## src/hdl/i2p_pkg.sv

```systemverilog
// Shared types, character codes and classification functions for the
// infix to postfix converter. Used by i2p_front, i2p_back and the top level.
package i2p_pkg;

	// Default number of operator stack entries.
	localparam int STACK_DEPTH_DEF = 32;

	// Depth of the command queue between the front and back parts.
	localparam int Q_DEPTH = 2;

	// Characters with a meaning of their own.
	localparam logic [7:0] CH_LPAR  = 8'h28;
	localparam logic [7:0] CH_RPAR  = 8'h29;
	localparam logic [7:0] CH_STAR  = 8'h2A;
	localparam logic [7:0] CH_PLUS  = 8'h2B;
	localparam logic [7:0] CH_MINUS = 8'h2D;
	localparam logic [7:0] CH_SLASH = 8'h2F;
	localparam logic [7:0] CH_NONE  = 8'h00;

	// Character classes as decided by the front part.
	typedef logic [1:0] kind_t;
	localparam kind_t KIND_OPND = 2'd0;
	localparam kind_t KIND_LPAR = 2'd1;
	localparam kind_t KIND_RPAR = 2'd2;
	localparam kind_t KIND_OPER = 2'd3;

	// Operator ranks; a stacked '(' ranks lowest.
	typedef logic [1:0] rank_t;
	localparam rank_t RANK_PAREN = 2'd0;
	localparam rank_t RANK_ADD   = 2'd1;
	localparam rank_t RANK_MUL   = 2'd2;
	localparam rank_t RANK_OTHER = 2'd3;

	// One classified character as it travels from front to back.
	typedef struct packed {
		logic [7:0] ch;
		logic       final_req;
		kind_t      kind;
		rank_t      rank;
	} cmd_t;

	// Rank of a character when it sits on, or goes onto, the stack.
	function automatic rank_t rank_of(input logic [7:0] c);
		rank_t r;
		if (c == CH_LPAR) begin
			r = RANK_PAREN;
		end else if (c == CH_PLUS || c == CH_MINUS) begin
			r = RANK_ADD;
		end else if (c == CH_STAR || c == CH_SLASH) begin
			r = RANK_MUL;
		end else begin
			r = RANK_OTHER;
		end
		return r;
	endfunction

	// True for ASCII letters and digits, which pass straight to the output.
	function automatic logic is_opnd(input logic [7:0] c);
		return (c >= 8'h30 && c <= 8'h39) || (c >= 8'h41 && c <= 8'h5A) ||
			(c >= 8'h61 && c <= 8'h7A);
	endfunction

endpackage

```

## src/hdl/i2p_front.sv

```systemverilog
// Front part of the infix to postfix converter: accepts characters,
// classifies them and holds them in a short command queue. Depends on i2p_pkg.
module i2p_front (
	input  logic          clk,
	input  logic          arst_n,
	input  logic          in_valid,
	output logic          in_stall,
	input  logic [7:0]    ch,
	input  logic          final_req,
	output logic          cmd_valid,
	input  logic          cmd_take,
	output i2p_pkg::cmd_t cmd
);
	import i2p_pkg::*;

	localparam int PW = $clog2(Q_DEPTH);
	localparam int CW = $clog2(Q_DEPTH + 1);

	cmd_t            q_data_q [Q_DEPTH];
	logic [PW-1:0]   wr_ptr_q;
	logic [PW-1:0]   rd_ptr_q;
	logic [CW-1:0]   q_cnt_q;
	logic            accept;
	cmd_t            new_cmd;

	// Classify the incoming character.
	always_comb begin
		new_cmd.ch        = ch;
		new_cmd.final_req = final_req;
		new_cmd.rank      = rank_of(ch);
		if (is_opnd(ch)) begin
			new_cmd.kind = KIND_OPND;
		end else if (ch == CH_LPAR) begin
			new_cmd.kind = KIND_LPAR;
		end else if (ch == CH_RPAR) begin
			new_cmd.kind = KIND_RPAR;
		end else begin
			new_cmd.kind = KIND_OPER;
		end
	end

	assign in_stall  = (q_cnt_q == CW'(Q_DEPTH));
	assign accept    = in_valid && !in_stall;
	assign cmd_valid = (q_cnt_q != '0);
	assign cmd       = q_data_q[rd_ptr_q];

	// Queue storage; the payload needs no reset.
	always_ff @(posedge clk) begin
		if (accept) begin
			q_data_q[wr_ptr_q] <= new_cmd;
		end
	end

	// Queue pointers and fill count.
	always_ff @(posedge clk or negedge arst_n) begin
		if (!arst_n) begin
			wr_ptr_q <= '0;
			rd_ptr_q <= '0;
			q_cnt_q  <= '0;
		end else begin
			if (accept) begin
				wr_ptr_q <= (wr_ptr_q == PW'(Q_DEPTH - 1)) ? '0 : wr_ptr_q + 1'b1;
			end
			if (cmd_take) begin
				rd_ptr_q <= (rd_ptr_q == PW'(Q_DEPTH - 1)) ? '0 : rd_ptr_q + 1'b1;
			end
			if (accept && !cmd_take) begin
				q_cnt_q <= q_cnt_q + 1'b1;
			end else if (cmd_take && !accept) begin
				q_cnt_q <= q_cnt_q - 1'b1;
			end
		end
	end

endmodule

```

## src/hdl/i2p_back.sv

```systemverilog
// Back part of the infix to postfix converter: operator stack, pop sequencer
// and output register. Depends on i2p_pkg.
module i2p_back #(
	parameter int STACK_DEPTH = i2p_pkg::STACK_DEPTH_DEF
) (
	input  logic          clk,
	input  logic          arst_n,
	input  logic          cmd_valid,
	output logic          cmd_take,
	input  i2p_pkg::cmd_t cmd,
	output logic          out_valid,
	input  logic          out_stall,
	output logic [7:0]    out_char,
	output logic          terminator,
	output logic          run_end,
	output logic          overflow,
	output logic          unmatched
);
	import i2p_pkg::*;

	localparam int IW = $clog2(STACK_DEPTH);
	localparam int CW = $clog2(STACK_DEPTH + 1);

	// Sequencer states.
	localparam logic [1:0] ST_IDLE  = 2'd0;
	localparam logic [1:0] ST_OPS   = 2'd1;
	localparam logic [1:0] ST_RPAR  = 2'd2;
	localparam logic [1:0] ST_DRAIN = 2'd3;

	// Stack: the top entry lives in top_q, the rest in stk_mem, and the entry
	// just under the top is kept ready in below_q.
	logic [7:0]    stk_mem [STACK_DEPTH];
	logic [7:0]    top_q;
	logic [7:0]    below_q;
	logic [CW-1:0] cnt_q;
	logic [CW-1:0] paren_q;
	logic [1:0]    state_q;
	cmd_t          cur_q;
	logic          ovf_q;
	logic          unm_q;

	logic          out_valid_q;
	logic [7:0]    out_char_q;
	logic          term_q;
	logic          last_q;
	logic          out_ovf_q;
	logic          out_unm_q;

	logic          adv;
	logic          stk_empty;
	logic          stk_full;
	logic          one_left;
	rank_t         top_rank;
	rank_t         below_rank;
	logic [CW-1:0] cnt_m1;
	logic [CW-1:0] cnt_m3;
	logic [IW-1:0] waddr;
	logic [IW-1:0] raddr;

	logic          do_push;
	logic [7:0]    push_data;
	logic          do_pop;
	logic          emit;
	logic [7:0]    emit_char;
	logic          emit_term;
	logic          emit_last;
	logic          ld_cmd;
	logic          nxt_ovf;
	logic          nxt_unm;
	logic          paren_inc;
	logic          paren_dec;
	logic          paren_clr;
	logic [1:0]    nxt_state;

	assign adv        = !out_valid_q || !out_stall;
	assign stk_empty  = (cnt_q == '0);
	assign stk_full   = (cnt_q == CW'(STACK_DEPTH));
	assign one_left   = (cnt_q == CW'(1));
	assign top_rank   = rank_of(top_q);
	assign below_rank = rank_of(below_q);
	assign cnt_m1     = cnt_q - CW'(1);
	assign cnt_m3     = cnt_q - CW'(3);
	assign waddr      = cnt_m1[IW-1:0];
	assign raddr      = cnt_m3[IW-1:0];

	// Sequencer: at most one stack move and one result per cycle.
	always_comb begin
		do_push   = 1'b0;
		push_data = cur_q.ch;
		do_pop    = 1'b0;
		emit      = 1'b0;
		emit_char = CH_NONE;
		emit_term = 1'b0;
		emit_last = 1'b0;
		ld_cmd    = 1'b0;
		cmd_take  = 1'b0;
		nxt_ovf   = ovf_q;
		nxt_unm   = unm_q;
		paren_inc = 1'b0;
		paren_dec = 1'b0;
		paren_clr = 1'b0;
		nxt_state = state_q;
		if (adv) begin
			unique case (state_q)
				ST_IDLE: begin
					if (cmd_valid) begin
						cmd_take = 1'b1;
						ld_cmd   = 1'b1;
						nxt_ovf  = 1'b0;
						nxt_unm  = 1'b0;
						unique case (cmd.kind)
							KIND_OPND: begin
								emit      = 1'b1;
								emit_char = cmd.ch;
								emit_last = !cmd.final_req;
								if (cmd.final_req) begin
									nxt_state = ST_DRAIN;
								end
							end
							KIND_LPAR: begin
								if (stk_full) begin
									nxt_ovf = 1'b1;
								end else begin
									do_push   = 1'b1;
									push_data = cmd.ch;
									paren_inc = 1'b1;
								end
								if (cmd.final_req) begin
									nxt_state = ST_DRAIN;
								end else if (stk_full) begin
									// Flag-only result for a dropped push.
									emit      = 1'b1;
									emit_last = 1'b1;
								end
							end
							KIND_RPAR: begin
								nxt_unm = (paren_q == '0);
								if (stk_empty) begin
									if (cmd.final_req) begin
										nxt_state = ST_DRAIN;
									end else begin
										// Flag-only result for a bare ')'.
										emit      = 1'b1;
										emit_last = 1'b1;
									end
								end else begin
									nxt_state = ST_RPAR;
								end
							end
							KIND_OPER: begin
								nxt_state = ST_OPS;
							end
						endcase
					end
				end
				ST_OPS: begin
					if (!stk_empty && top_rank >= cur_q.rank) begin
						do_pop    = 1'b1;
						emit      = 1'b1;
						emit_char = top_q;
						emit_last = !cur_q.final_req &&
							(one_left || below_rank < cur_q.rank);
					end else begin
						if (stk_full) begin
							nxt_ovf = 1'b1;
						end else begin
							do_push = 1'b1;
						end
						if (cur_q.final_req) begin
							nxt_state = ST_DRAIN;
						end else begin
							nxt_state = ST_IDLE;
							if (stk_full) begin
								emit      = 1'b1;
								emit_last = 1'b1;
							end
						end
					end
				end
				ST_RPAR: begin
					if (stk_empty) begin
						nxt_state = cur_q.final_req ? ST_DRAIN : ST_IDLE;
					end else if (top_q == CH_LPAR) begin
						// The matching '(' is dropped without a result.
						do_pop    = 1'b1;
						paren_dec = 1'b1;
						nxt_state = cur_q.final_req ? ST_DRAIN : ST_IDLE;
					end else begin
						do_pop    = 1'b1;
						emit      = 1'b1;
						emit_char = top_q;
						emit_last = !cur_q.final_req && (one_left || below_q == CH_LPAR);
					end
				end
				ST_DRAIN: begin
					if (!stk_empty) begin
						do_pop    = 1'b1;
						emit      = 1'b1;
						emit_char = top_q;
					end else begin
						emit      = 1'b1;
						emit_term = 1'b1;
						emit_last = 1'b1;
						paren_clr = 1'b1;
						nxt_state = ST_IDLE;
					end
				end
			endcase
		end
	end

	// Stack memory write: the old top moves down on a push.
	always_ff @(posedge clk) begin
		if (do_push && !stk_empty) begin
			stk_mem[waddr] <= top_q;
		end
	end

	// Top and next-below entries; the read runs one pop ahead.
	always_ff @(posedge clk) begin
		if (do_push) begin
			top_q   <= push_data;
			below_q <= top_q;
		end else if (do_pop) begin
			top_q   <= below_q;
			below_q <= stk_mem[raddr];
		end
	end

	// Current command payload.
	always_ff @(posedge clk) begin
		if (ld_cmd) begin
			cur_q <= cmd;
		end
	end

	// Control state, counters and flags.
	always_ff @(posedge clk or negedge arst_n) begin
		if (!arst_n) begin
			state_q <= ST_IDLE;
			cnt_q   <= '0;
			paren_q <= '0;
			ovf_q   <= 1'b0;
			unm_q   <= 1'b0;
		end else begin
			state_q <= nxt_state;
			ovf_q   <= nxt_ovf;
			unm_q   <= nxt_unm;
			if (do_push) begin
				cnt_q <= cnt_q + CW'(1);
			end else if (do_pop) begin
				cnt_q <= cnt_m1;
			end
			if (paren_clr) begin
				paren_q <= '0;
			end else if (paren_inc) begin
				paren_q <= paren_q + CW'(1);
			end else if (paren_dec) begin
				paren_q <= paren_q - CW'(1);
			end
		end
	end

	// Output register valid.
	always_ff @(posedge clk or negedge arst_n) begin
		if (!arst_n) begin
			out_valid_q <= 1'b0;
		end else if (emit) begin
			out_valid_q <= 1'b1;
		end else if (!out_stall) begin
			out_valid_q <= 1'b0;
		end
	end

	// Output register payload.
	always_ff @(posedge clk) begin
		if (emit) begin
			out_char_q <= emit_char;
			term_q     <= emit_term;
			last_q     <= emit_last;
			out_ovf_q  <= nxt_ovf;
			out_unm_q  <= nxt_unm;
		end
	end

	assign out_valid  = out_valid_q;
	assign out_char   = out_char_q;
	assign terminator = term_q;
	assign run_end    = last_q;
	assign overflow   = out_ovf_q;
	assign unmatched  = out_unm_q;

endmodule

```

## src/hdl/infix_to_postfix_converter.sv

```systemverilog
// Top level of the infix to postfix converter: joins the classifying front
// part to the stack sequencer through a command queue. Depends on i2p_pkg.
//
// Usage: characters of an infix expression enter on the input channel
// (in_valid, in_stall, ch, final_req), one per transaction, final_req set on
// the last one. Postfix characters leave on the output channel (out_valid,
// out_stall, out_char, terminator, run_end, overflow, unmatched); each input
// gives zero or more results and run_end marks the last of them.
// A letter or digit accepted while the queue is empty passes through the queue
// entry and then the output register. The sequencer takes each command in
// ST_IDLE; it spends a step on each result it sends and on each stack push or
// dropped '(', and an extra step to fetch an operator or ')'.
// The front queue holds two transactions, so the input keeps flowing while
// the back part pops. A stalled output freezes the sequencer, the queue then
// fills and in_stall rises. Reset empties the queue and the operator stack;
// there is no clearing pass and the first character can enter at once.
module infix_to_postfix_converter #(
	parameter int STACK_DEPTH = i2p_pkg::STACK_DEPTH_DEF
) (
	input  logic       clk,
	input  logic       arst_n,
	input  logic       in_valid,
	output logic       in_stall,
	input  logic [7:0] ch,
	input  logic       final_req,
	output logic       out_valid,
	input  logic       out_stall,
	output logic [7:0] out_char,
	output logic       terminator,
	output logic       run_end,
	output logic       overflow,
	output logic       unmatched
);
	import i2p_pkg::*;

	logic cmd_valid;
	logic cmd_take;
	cmd_t cmd;

	// Front part: classification and command queue.
	i2p_front u_front (
		.clk       (clk),
		.arst_n    (arst_n),
		.in_valid  (in_valid),
		.in_stall  (in_stall),
		.ch        (ch),
		.final_req (final_req),
		.cmd_valid (cmd_valid),
		.cmd_take  (cmd_take),
		.cmd       (cmd)
	);

	// Back part: operator stack and result generation.
	i2p_back #(
		.STACK_DEPTH (STACK_DEPTH)
	) u_back (
		.clk        (clk),
		.arst_n     (arst_n),
		.cmd_valid  (cmd_valid),
		.cmd_take   (cmd_take),
		.cmd        (cmd),
		.out_valid  (out_valid),
		.out_stall  (out_stall),
		.out_char   (out_char),
		.terminator (terminator),
		.run_end    (run_end),
		.overflow   (overflow),
		.unmatched  (unmatched)
	);

endmodule
```

## config.mk

```make
export PLATFORM = sky130hd
export DESIGN_NAME = infix_to_postfix_converter
export DESIGN_NICKNAME = d
export VERILOG_FILES = /design/src/hdl/i2p_pkg.sv /design/src/hdl/i2p_front.sv /design/src/hdl/i2p_back.sv /design/src/hdl/infix_to_postfix_converter.sv
export SDC_FILE = /design/constraint.sdc
export NUM_CORES = 1
export LEC_CHECK = 0
export BUFFER_PORTS_ARGS = -buffer_cell sky130_fd_sc_hd__buf_4
export CAP_MARGIN = 0
export CORE_MARGIN = 10
export CORE_UTILIZATION = 63
export CTS_CLUSTER_SIZE = 30
export DETAILED_ROUTE_END_ITERATION = 8
export PLACE_DENSITY = 0.8
export SYNTH_ARGS = -nofsm -noshare
export SYNTH_HDL_FRONTEND = slang
export SYNTH_HIERARCHICAL = 1
export SYNTH_SLANG_ARGS = --single-unit
```

## constraint.sdc

```tcl
create_clock -name clk -period 4.14 [get_ports clk]
set_clock_uncertainty 0.05 [all_clocks]
set_input_delay 0.828 -clock clk [delete_from_list [all_inputs] [get_ports clk]]
set_output_delay 0.828 -clock clk [all_outputs]
set_load 0.03 [all_outputs]
```

Yosys cells after proc, flatten, opt, wreduce, memory -nomap -nowiden
Memories as Yosys holds them, arrays and structs flattened.
Index checks and enable logic that the tools add are counted.
{ "op_classes": {"add_sub_neg": 9, "magnitude_cmp": 8, "n_eq_ne": 30, "n_mux": 103, "n_reduce_logical": 40} }
{ "op_table": {"columns": ["operator", "count"], "rows": [
  ["equality test 8 x 6 -> 1 bit (second input constant)", 16],
  ["2-to-1 mux 8 bit", 15],
  ["2-to-1 mux 1 bit", 55],
  ["2-to-1 mux 2 bit", 18],
  ["one-hot mux 8 bit (4 select lines)", 1],
  ["2-to-1 mux 6 bit", 5],
  ["greater-or-equal comparator 8 x 7 -> 1 bit (second input constant)", 2],
  ["less-or-equal comparator 8 x 7 -> 1 bit (second input constant)", 2],
  ["adder 6 x 1 -> 6 bit (second input constant)", 2],
  ["logical NOT 6 bit", 2],
  ["subtractor 6 x 1 -> 6 bit (second input constant)", 2],
  ["logical OR 1 bit", 11],
  ["equality test 2 bit (second input constant)", 5],
  ["logical AND 1 bit", 10],
  ["greater-or-equal comparator 8 x 6 -> 1 bit (second input constant)", 1],
  ["less-or-equal comparator 8 x 6 -> 1 bit (second input constant)", 1],
  ["logical NOT 1 bit", 8],
  ["one-hot mux 1 bit (4 select lines)", 2],
  ["one-hot mux 2 bit (4 select lines)", 1],
  ["equality test 6 x 1 -> 1 bit (second input constant)", 1],
  ["equality test 6 bit (second input constant)", 1],
  ["one-hot mux 1 bit (2 select lines)", 3],
  ["one-hot mux 1 bit (3 select lines)", 2],
  ["one-hot mux 2 bit (3 select lines)", 1],
  ["other kinds (15)", 23]
]} }
{ "word_totals": {"regBits": 60, "ramBits": 282, "input_bits": 13, "out_inout_bits": 14, "elab_cells": 211, "mem_count": 2} }
{ "memory_table": {"columns": ["name", "depth", "word_bits", "read_ports", "rd_clocked_by_memory_dff", "write_ports", "line_no", "rtl"], "rows": [
  ["u_back.stk_mem", 32, 8, 1, 0, 1, "i2p_back.sv:32", "logic [7:0] stk_mem [STACK_DEPTH];"],
  ["u_front.q_data_q", 2, 13, 1, 0, 1, "i2p_front.sv:19", "cmd_t q_data_q [Q_DEPTH];"]
]} }

Longest topological paths before layout
Gate-level depths: netlist (run 1).
{ "logic_depth": {"depth_word": 13, "depth_mapped": 18, "depth_no_buf": 13} }

Cells and area by module
Netlist (run 1), hierarchy kept.
{ "by_module_without_submodules": {"columns": ["module", "instances", "cells_per_inst", "area_each_um2", "seq_area_each_um2"], "rows": [
  ["i2p_back", 1, 762, 13485.4, 9283.9],
  ["i2p_front", 1, 82, 1286.2, 880.8]
]} }

Least setup slack after synthesis (run 1)
Ideal clock, no wire load.
{ "synth_timing": {"path_type": "reg-to-reg", "start": "register u_back.top_q[5]", "end": "memory u_back.stk_mem[3][0], enable pin", "setup_time_ns": 0.385, "arrival_time_ns": 3.262, "t_required_ns": 3.705, "slack_ns": 0.442, "path_stages_with_launch": 11, "n_path_buf": 1, "synth_period_minus_slack_ns": 3.698, "path_cell_list": "edfxtp_1 nor4b_1 nand2_1 or2_2 ha_1 a21oi_1 o21ai_1 a21oi_2 buf_4 nand3_4 nor3b_1"} }
{ "synth_between": {"elab_chain_cells": 13, "elab_cells_between_ends": 18, "classes_between": "order compare: 1; eq/ne: 5; mux: 8; reduce/logical: 4"} }
{ "synth_lines": {"columns": ["item", "line_no", "rtl"], "rows": [
  ["start: declaration", "i2p_back.sv:33", "logic [7:0] top_q;"],
  ["start signal: assignment", "i2p_back.sv:222", "top_q <= push_data;"],
  ["start signal: assignment", "i2p_back.sv:225", "top_q <= below_q;"],
  ["equality test 8 x 6 -> 1 bit", "i2p_pkg.sv:49", "end else if (c == CH_STAR || c == CH_SLASH) begin"],
  ["logical OR 1 bit", "i2p_pkg.sv:49", null],
  ["2-to-1 mux 1 bit", "i2p_pkg.sv:49", null],
  ["2-to-1 mux 2 bit", "i2p_pkg.sv:47", "end else if (c == CH_PLUS || c == CH_MINUS) begin"],
  ["2-to-1 mux 2 bit (*)", "i2p_pkg.sv:45", "if (c == CH_LPAR) begin"],
  ["greater-or-equal comparator 2 bit (*)", "i2p_back.sv:157", "if (!stk_empty && top_rank >= cur_q.rank) begin"],
  ["logical AND 1 bit (*)", "i2p_back.sv:157", null],
  ["2-to-1 mux 1 bit (*)", "i2p_back.sv:157", null],
  ["one-hot mux 1 bit (2 select lines) (*)", "i2p_back.sv:104", "unique case (state_q)"],
  ["2-to-1 mux 1 bit (*)", "i2p_back.sv:103", "if (adv) begin"],
  ["logical AND 1 bit (*)", "i2p_back.sv:214", "if (do_push && !stk_empty) begin"],
  ["2-to-1 mux 1 bit (*)", "i2p_back.sv:214", null],
  ["2-to-1 mux 1 bit (implied by the code) (*)", "i2p_back.sv:215", "stk_mem[waddr] <= top_q;"],
  ["end: declaration", "i2p_back.sv:32", null]
]} }
Mark *: on every way between the ends. The rest lies on a longest branch, timed or not.

Worst setup path in the final report (run 1)
{ "layout_timing": {"start": "register u_back.top_q[7]", "end": "register u_back.below_q[5], data pin"} }
{ "layout_between": {"elab_chain_cells": 11, "elab_cells_between_ends": 16, "classes_between": "order compare: 1; eq/ne: 5; mux: 7; reduce/logical: 3"} }
{ "layout_lines": {"columns": ["item", "line_no", "rtl"], "rows": [
  ["equality test 8 x 6 -> 1 bit", "i2p_pkg.sv:49", null],
  ["logical OR 1 bit", "i2p_pkg.sv:49", null],
  ["2-to-1 mux 1 bit", "i2p_pkg.sv:49", null],
  ["2-to-1 mux 2 bit", "i2p_pkg.sv:47", null],
  ["2-to-1 mux 2 bit (*)", "i2p_pkg.sv:45", null],
  ["greater-or-equal comparator 2 bit (*)", "i2p_back.sv:157", null],
  ["logical AND 1 bit (*)", "i2p_back.sv:157", null],
  ["2-to-1 mux 1 bit (*)", "i2p_back.sv:157", null],
  ["one-hot mux 1 bit (2 select lines) (*)", "i2p_back.sv:104", null],
  ["2-to-1 mux 1 bit (*)", "i2p_back.sv:103", null],
  ["2-to-1 mux 8 bit (*)", "i2p_back.sv:221", "if (do_push) begin"],
  ["end signal: assignment", "i2p_back.sv:223", "below_q <= top_q;"],
  ["end signal: assignment", "i2p_back.sv:226", "below_q <= stk_mem[raddr];"],
  ["end: declaration", "i2p_back.sv:34", "logic [7:0] below_q;"]
]} }
Marked as above.
A chain may end at the register's enable or synchronous reset.

==> results of run 1 <==
-- critical path, cell delays in order (launching register included) --
cell and delay [ns]:
edfxtp_1 0.42, nor4b_1 0.57, nand2_1 0.14, or2_2 0.32, ha_1 0.29, a21oi_1 0.25
o21ai_1 0.14, a21oi_4 0.44, buf_4 0.44, a2111oi_0 0.16, a211o_1 0.31
-- power by group through the flow --
stage          logic [uW]  clock network, uW  registers (uW)
2_1_floorplan        3570                  0            5330
3_3_place_gp         4980                  0            5190
3_5_place_dp         5190                  0            5220
4_1_cts              5240               2620            5160
5_1_grt              5640               2770            5220
6_report             5290               2580            5170
-- cell type report --
type,count,area [um^2]
Inverter,19,71.3
Clock buffer,34,787
Fill cell,1419,6460
Tap cell,313,392
Clock inverter,21,126
Sequential cell,342,10200
Timing Repair Buffer,75,576
Multi-Input combinational cell,441,4270
-- metrics by stage --
step	setup WS [ns]	cell area, um^2	power [uW]	util	std cells
after floorplan	0.442	14800	8900	-	844
after global placement	0.646	15500	10200	0.677	1190
after detailed placement	0.413	15500	10400	0.677	1190
after CTS	0.409	16400	13000	0.717	1245
after global routing	0.175	16400	13600	0.717	1245
final	0.337	16400	13000	0.717	1245
-- Yosys cell counts, types with 2 or more instances --
library cell / count
a211o_1: 8
o21ai_0: 14
and2_1: 2
nor3b_1: 2
nand2_1: 25
nor4_1: 2
mux2_2: 15
edfxtp_1: 321
nand3_1: 12
and3_1: 5
buf_1: 2
ha_1: 17
a21oi_2: 3
inv_1: 19
nand3b_1: 2
nand2b_1: 6
nor3_1: 8
a22o_1: 9
a21oi_1: 21
a2111oi_0: 16
nor2_1: 65
buf_4: 8
nand3_2: 4
a211oi_1: 21
or2_2: 2
buf_6: 8
mux2i_1: 34
clkbuf_1: 7
a31oi_1: 2
buf_2: 14
nor4b_1: 4
a22oi_1: 2
a21o_1: 5
nor2b_1: 20
xnor2_1: 14
xor2_1: 8
mux4_1: 22
dfrtp_1: 21
mux4_2: 42
-- worst max path at each step --
stage	endpoint	cells after the start	start
6_report	u_back/below_q[5]$_DFFE_PP_	10	u_back/top_q[7]$_DFFE_PP_
3_5_place_dp	u_back/below_q[2]$_DFFE_PP_	10	u_back/top_q[7]$_DFFE_PP_
3_3_place_gp	u_back/below_q[5]$_DFFE_PP_	10	u_back/top_q[4]$_DFFE_PP_
2_1_floorplan	u_back/stk_mem[3][0]$_DFFE_PP_	10	u_back/top_q[5]$_DFFE_PP_
4_1_cts	u_back/below_q[5]$_DFFE_PP_	10	u_back/top_q[7]$_DFFE_PP_
5_1_grt	u_back/below_q[2]$_DFFE_PP_	10	u_back/top_q[4]$_DFFE_PP_
-- sequential cells by signal, summed over array words and instances, names as in the netlist, 2 cells and up --
name	count
u_back/top_q	8
u_back/paren_q	6
u_front/q_data_q	26
u_back/below_q	8
u_back/out_char	8
u_back/cnt_q	6
u_back/state_q	2
u_back/stk_mem	256
u_front/q_cnt_q	2
u_back/cur_q	11
-- routing by layer --
metal / vias up / track usage / wire [um]
li1: 3518 / - / -
met2: 406 / 0.335 / 15400
met4: 0 / 0.0643 / 828
met3: 69 / 0.0340 / 2270
met5: - / 0 / 0
met1: 4103 / 0.265 / 11900
-- kinds of logic (layout without fill, tap and decap cells) --
| group | Yosys count | after routing | share of synthesized area |
|---|---|---|---|
| multiplexers | 113 | 113 | 0.138 |
| AND/OR/NAND/NOR | 171 | 171 | 0.0622 |
| XOR/XNOR | 23 | 23 | 0.0141 |
| adder cells (fa/ha/maj) | 18 | 18 | 0.0158 |
| flip-flops | 342 | 342 | 0.688 |
| AO/OA/AOI/OAI | 116 | 116 | 0.0574 |
| buffers and inverters | 61 | 149 | 0.0247 |
==> run_results.csv, run 1 <==
group,metric,value,unit
run_status,outcome,"completed",
clock_tree,cts_resized,0,
logic_synthesis,syn_inst,844,
place,hpwl,19400,um
sta,setup_viol,0,
critical_path,reg2reg_depth,10,
grt,antenna_found_initial,0,
grt,grt_pass1_vias,8262,
power,irDropWorstVdd,526,uV
run,maxCapViolCount,0,
routing,wl_per_cell,24.4,um
place,routabilityCongestion,0.903,
die,core_area,0.0228,mm^2
routing,ant_nets,0,
power,clkPwrFrac,0.198,
power,p_leak,0.00554,uW
critical_path,endpoint_kind,"flip-flop",
logic_synthesis,syn-cell-area,0.0148,mm^2
logic_synthesis,synth.yosys.seq_area_share,0.688,
clock_tree,postCtsSetupBuffers,0,
critical_path,r2r_slack,0.34,ns
logic_synthesis,synth.area.top_cells,"edfxtp_1 65%, mux4_2 6.4%, mux4_1 3.9%, dfrtp_1 3.6%, mux2i_1 2.3%",
logic_synthesis,synth_ff_type,"edfxtp_1",
final_layout,syn_to_final_growth,11.0,%
grt,grt_pass1_wl,47600,um
routing,initialDrtViolationCount,921,
power,p_switching,4790,uW
die,die_width,173,um
final_layout,final_nets,941,
power,swShare,0.367,
power,combPwrFrac,0.406,
critical_path,worstReg2RegStart,"u_back/top_q[7]$_DFFE_PP_",
sta,relSlewSlack,0.208,
clock_tree,cts_hold_buf,0,
final_layout,drive_gt1_frac,0.214,
critical_path,cp_max_fo,40,
min_path,hold_class,"input pin to async pin",
place,io_buffers,26,
critical_path,startpoint_type,"flip-flop",
clock_tree,cts_root_buffer,"clkbuf_16",
sta,worst_pin_slew,1.18,ns
sta,fin_tns_setup,0,ns
power,seqPwrFrac,0.397,
routing,viasPerCell,6.50,
grt,grt_start_max_net_pins,43,
clock_tree,cts_tree,"done",
logic_synthesis,async_flop_share,0.0614,
logic_synthesis,yosysWarningCount,6,
routing,drc_errors,0,
sta,rsz0062_at_grt,"no",
die,die_y,173,um
critical_path,crit_type,"flip-flop to flip-flop",
critical_path,cp.required,4.39,ns
power,p_int,8250,uW
power,power.density,796,mW/mm^2
final_layout,layout.cells.most_common,"edfxtp_1",
clock_tree,clk_path_buf_depth,3,
clock_tree,clk_pin_slew,0.06,ns
clock_tree,cts_num_sinks,342,
sta,post-route-period-util,0.919,
logic_synthesis,synthDistinctLibCells,71,
die,rows,55,
logic_synthesis,synth-seq-cells,342,
die,initial_core_util,0.647,
clock_tree,cts_inserted_buffers,31,
final_layout,mostFrequentLayoutCells,"321 x edfxtp_1, 74 x buf_4, 65 x nor2_1",
sta,hold_viol_final,0,
grt,grt_usage,0.201,
routing,first_pass_iters,5,
critical_path,worst-endpoint-arrival,4.05,ns
sta,period_minus_slack,3.80,ns
logic_synthesis,syn-mean-instance-area,17.5,um^2
clock_tree,clock_latency,0.55,ns
final_layout,n_antenna_cell,0,
sta,maxSlewViolCount,0,
routing,routed_wl,30400,um
clock_tree,htreeDepth,1,
die,dieArea,0.0300,mm^2
logic_synthesis,synth_edf_count,321,
grt,globalRoute.totalOverflow,0,
logic_synthesis,synth_area_leader_cell,"edfxtp_1",
critical_path,rr_endpoint,"u_back/below_q[5]$_DFFE_PP_",
sta,max_freq,0.263,GHz
die,io_pins,27,
logic_synthesis,syn_nets,875,
sta,fin_hold_ws,0.108,ns
logic_synthesis,yosysTopAreaCellShare,0.653,
routing,vias,8096,
Note: power is estimated with default switching activity, not from simulation.
==> run 2: changes to the inputs <==
--- a/config.mk
+++ b/config.mk
@@ -5,12 +5,14 @@
 export SDC_FILE = /design/constraint.sdc
 export NUM_CORES = 1
 export LEC_CHECK = 0
+export ABC_AREA = 1
 export BUFFER_PORTS_ARGS = -buffer_cell sky130_fd_sc_hd__buf_4
 export CAP_MARGIN = 0
 export CORE_MARGIN = 10
 export CORE_UTILIZATION = 63
 export CTS_CLUSTER_SIZE = 30
 export DETAILED_ROUTE_END_ITERATION = 8
+export GPL_ROUTABILITY_DRIVEN = 0
 export PLACE_DENSITY = 0.8
 export SYNTH_ARGS = -nofsm -noshare
 export SYNTH_HDL_FRONTEND = slang
==> constraint.sdc (replaced) <==
create_clock -name clk -period 4.14 [get_ports clk]
set_clock_uncertainty 0.05 [all_clocks]
set_input_delay 0.414 -clock clk [delete_from_list [all_inputs] [get_ports clk]]
set_output_delay 0.414 -clock clk [all_outputs]
set_load 0.03 [all_outputs]
==> run 2 against run 1 <==
Net effect: register-to-register slack lost 0.20 ns; synthesized cell count grew 56%; area after synthesis grew 1.7%; sequential power shrank 1%; sequential cell count is the same; die area grew 1.5%; critical path type unchanged; sequential share of layout area shrank 1.2 points; via count grew 28%; fmax shrank 5.1%; combinational power grew 22%; cell count grew 36%.
==> run_results.csv, run 2 <==
group,metric,value,unit
final_layout,final_core_util,0.713,
sta,max_freq,0.250,GHz
logic_synthesis,syn-cell-area,0.0150,mm^2
logic_synthesis,synth.area.top_cells,"edfxtp_1 64%, nor2_1 6.5%, o21ai_0 5.2%, nand2_1 3.5%, dfrtp_1 3.5%",
sta,fin_hold_ws,0.0470,ns
place,dpl-instance-area,0.0156,mm^2
logic_synthesis,yosysWarningCount,6,
logic_synthesis,synth.yosys.seq_area_share,0.677,
logic_synthesis,synth_edf_count,321,
logic_synthesis,synthDistinctLibCells,42,
clock_tree,clock_latency,0.51,ns
final_layout,final_nets,1376,
clock_tree,clk_path_buf_depth,3,
routing,routed_wl,34600,um
final_layout,reg_top3,"u_back/stk_mem x256, u_front/q_data_q x26, u_back/cur_q x11",
final_layout,registers.top_by_ff_count,"u_back/stk_mem",
final_layout,multi_input_area,0.00433,mm^2
grt,grt_usage,0.228,
clock_tree,cts_root_buffer,"clkbuf_16",
routing,initialDrtViolationCount,1288,
die,initial_core_util,0.640,
logic_synthesis,syn_nets,1346,
die,rows,56,
routing,vias,10400,
logic_synthesis,async_flop_share,0.0614,
sta,setup_ws,0.134,ns
min_path,hold_class,"input pin to flip-flop",
die,die_y,174,um
logic_synthesis,synth_ff_type,"edfxtp_1",
clock_tree,clk_pin_slew,0.06,ns
logic_synthesis,yosysTopAreaCellShare,0.642,
power,p_leak,0.00601,uW
sta,setup_viol,0,
logic_synthesis,synth-seq-cells,342,
critical_path,crit_type,"flip-flop to flip-flop",
routing,ant_nets,0,
grt,globalRoute.totalOverflow,0,
run_status,outcome,"completed",
logic_synthesis,syn-mean-instance-area,11.4,um^2
logic_synthesis,synth_area_leader_cell,"edfxtp_1",
routing,wl_per_cell,20.5,um
final_layout,fillers,1564,
routing,viasPerCell,6.13,
power,irDropWorstVdd,558,uV
logic_synthesis,syn_inst,1315,
critical_path,endpoint_kind,"flip-flop",
final_layout,layout.cells.most_common,"edfxtp_1",
clock_tree,cts_tree,"done",
final_layout,mostFrequentLayoutCells,"321 x edfxtp_1, 247 x nor2_1, 155 x o21ai_0",
final_layout,ff_latch_area,0.0102,mm^2
sta,post-route-period-util,0.968,
final_layout,largest_register_ffs,256,
sta,period_minus_slack,4.01,ns
final_layout,syn_to_final_growth,11.4,%
sta,worst_pin_slew,1.22,ns
logic_synthesis,synthTopCellsByCount,"321 x edfxtp_1, 261 x nor2_1, 155 x o21ai_0",
clock_tree,cts_inserted_buffers,35,
place,hpwl,21800,um
grt,grt_start_max_net_pins,130,
final_layout,drive_gt1_frac,0.117,
routing,first_pass_iters,7,
grt,grt_pass1_vias,10100,
grt,grt_pass1_wl,55100,um
die,io_pins,27,
grt,antenna_found_initial,0,
sta,relSlewSlack,0.182,
clock_tree,cts_num_sinks,342,
power,fin_total_pwr,14600,uW
critical_path,worst-endpoint-arrival,4.09,ns
power,power.density,874,mW/mm^2
final_layout,n_antenna_cell,0,
die,die_width,174,um
routing,drc_errors,0,
logic_synthesis,synth_most_common_cell,"edfxtp_1",
run,maxCapViolCount,0,
critical_path,cp_max_fo,27,
critical_path,cp.required,4.23,ns
critical_path,startpoint_type,"flip-flop",
sta,rsz0062_at_grt,"yes",
die,core_area,0.0235,mm^2
final_layout,postLayoutCellArea,0.0167,mm^2
place,io_buffers,26,
sta,hold_viol_final,0,
sta,maxSlewViolCount,0,
place,dpl_worst_slack,0.349,ns
die,dieArea,0.0304,mm^2
clock_tree,htreeDepth,2,
==> run 2: report_power, final <==
group | internal, uW | switching (uW)
registers | 4800 | 311
logic | 1850 | 4610
clock network | 1820 | 1230
==> run 2: logic make-up (layout without fill, tap and decap cells) <==
| kind of cell | count (synthesis) | in the layout | synth area share |
|---|---|---|---|
| fa+ha+maj | 18 | 18 | 0.0155 |
| xor+xnor | 16 | 16 | 0.0103 |
| mux | 13 | 13 | 0.00975 |
| buf+inv | 143 | 199 | 0.0387 |
| flops | 342 | 342 | 0.677 |
| simple gates | 531 | 531 | 0.151 |
| compound gates | 252 | 252 | 0.0982 |
==> run 2: final timing paths <==
| check | startpoint | to | slack, ns | cells after the start |
|---|---|---|---|---|
| setup / recovery | u_back/top_q[1]$_DFFE_PP_ | u_back/stk_mem[22][0]$_DFFE_PP_ | 0.13 | 14 |
| hold / removal | final_req | u_front/q_data_q[1][4]$_DFFE_PP_ | 0.05 | 1 |
| setup reg to reg | u_back/top_q[1]$_DFFE_PP_ | u_back/stk_mem[22][0]$_DFFE_PP_ | 0.13 | 14 |
| hold reg to reg | u_back/unm_q$_DFF_PN0_ | u_back/unm_q$_DFF_PN0_ | 0.44 | 2 |
| max in group asynchronous | arst_n | u_back/cnt_q[0]$_DFFE_PN0P_ | 3.46 | 2 |
| min in group asynchronous | arst_n | u_back/cnt_q[2]$_DFFE_PN0P_ | 0.29 | 2 |
==> run 2: worst max-delay path, cell delays in order, from the launching register on <==
cell      delay (ns)
edfxtp_1        0.67
inv_1           0.17
nand4_1         0.11
nand2_1         0.09
o41ai_1         0.37
ha_1            0.32
o21ai_0         0.17
nand2_1         0.14
nand2_2         0.11
nand2_2         0.06
o21ai_4         0.19
nand2_4         0.23
nor2_8          0.23
nand2_4         0.16
nor2_1          0.54
==> run 2: metal layers <==
metal  wire length [um]  global-route usage  vias up
li1                   -                   -     4724
met1              13800               0.298     4986
met2              16900               0.374      550
met3               2740              0.0353       98
met4               1150              0.0923        0
met5                  0                   0        -
==> run 2: timing repair <==
| action | in CTS | in global routing |
|---|---|---|
| gates resized for setup | 0 | 14 |
| hold buffers | 1 | 0 |
| buffers inserted | 0 | 0 |
| endpoints found under the hold margin | 21 | 0 |
| endpoints found under the setup margin | 0 | 192 |
==> run 2: final cells by class <==
type | instances | share of cell area
Clock buffer | 46 | 0.0574
Clock inverter | 17 | 0.00905
Inverter | 84 | 0.0189
Multi-Input combinational cell | 830 | 0.259
Sequential cell | 342 | 0.608
Tap cell | 319 | 0.0239
Timing Repair Buffer | 52 | 0.0242
==> run 2: through the flow <==
stage	cells	TNS, ns
2_1_floorplan	1315	0
3_3_place_gp	1626	0
3_5_place_dp	1626	0
4_1_cts	1690	0
5_1_grt	1690	-3.89
6_report	1690	0
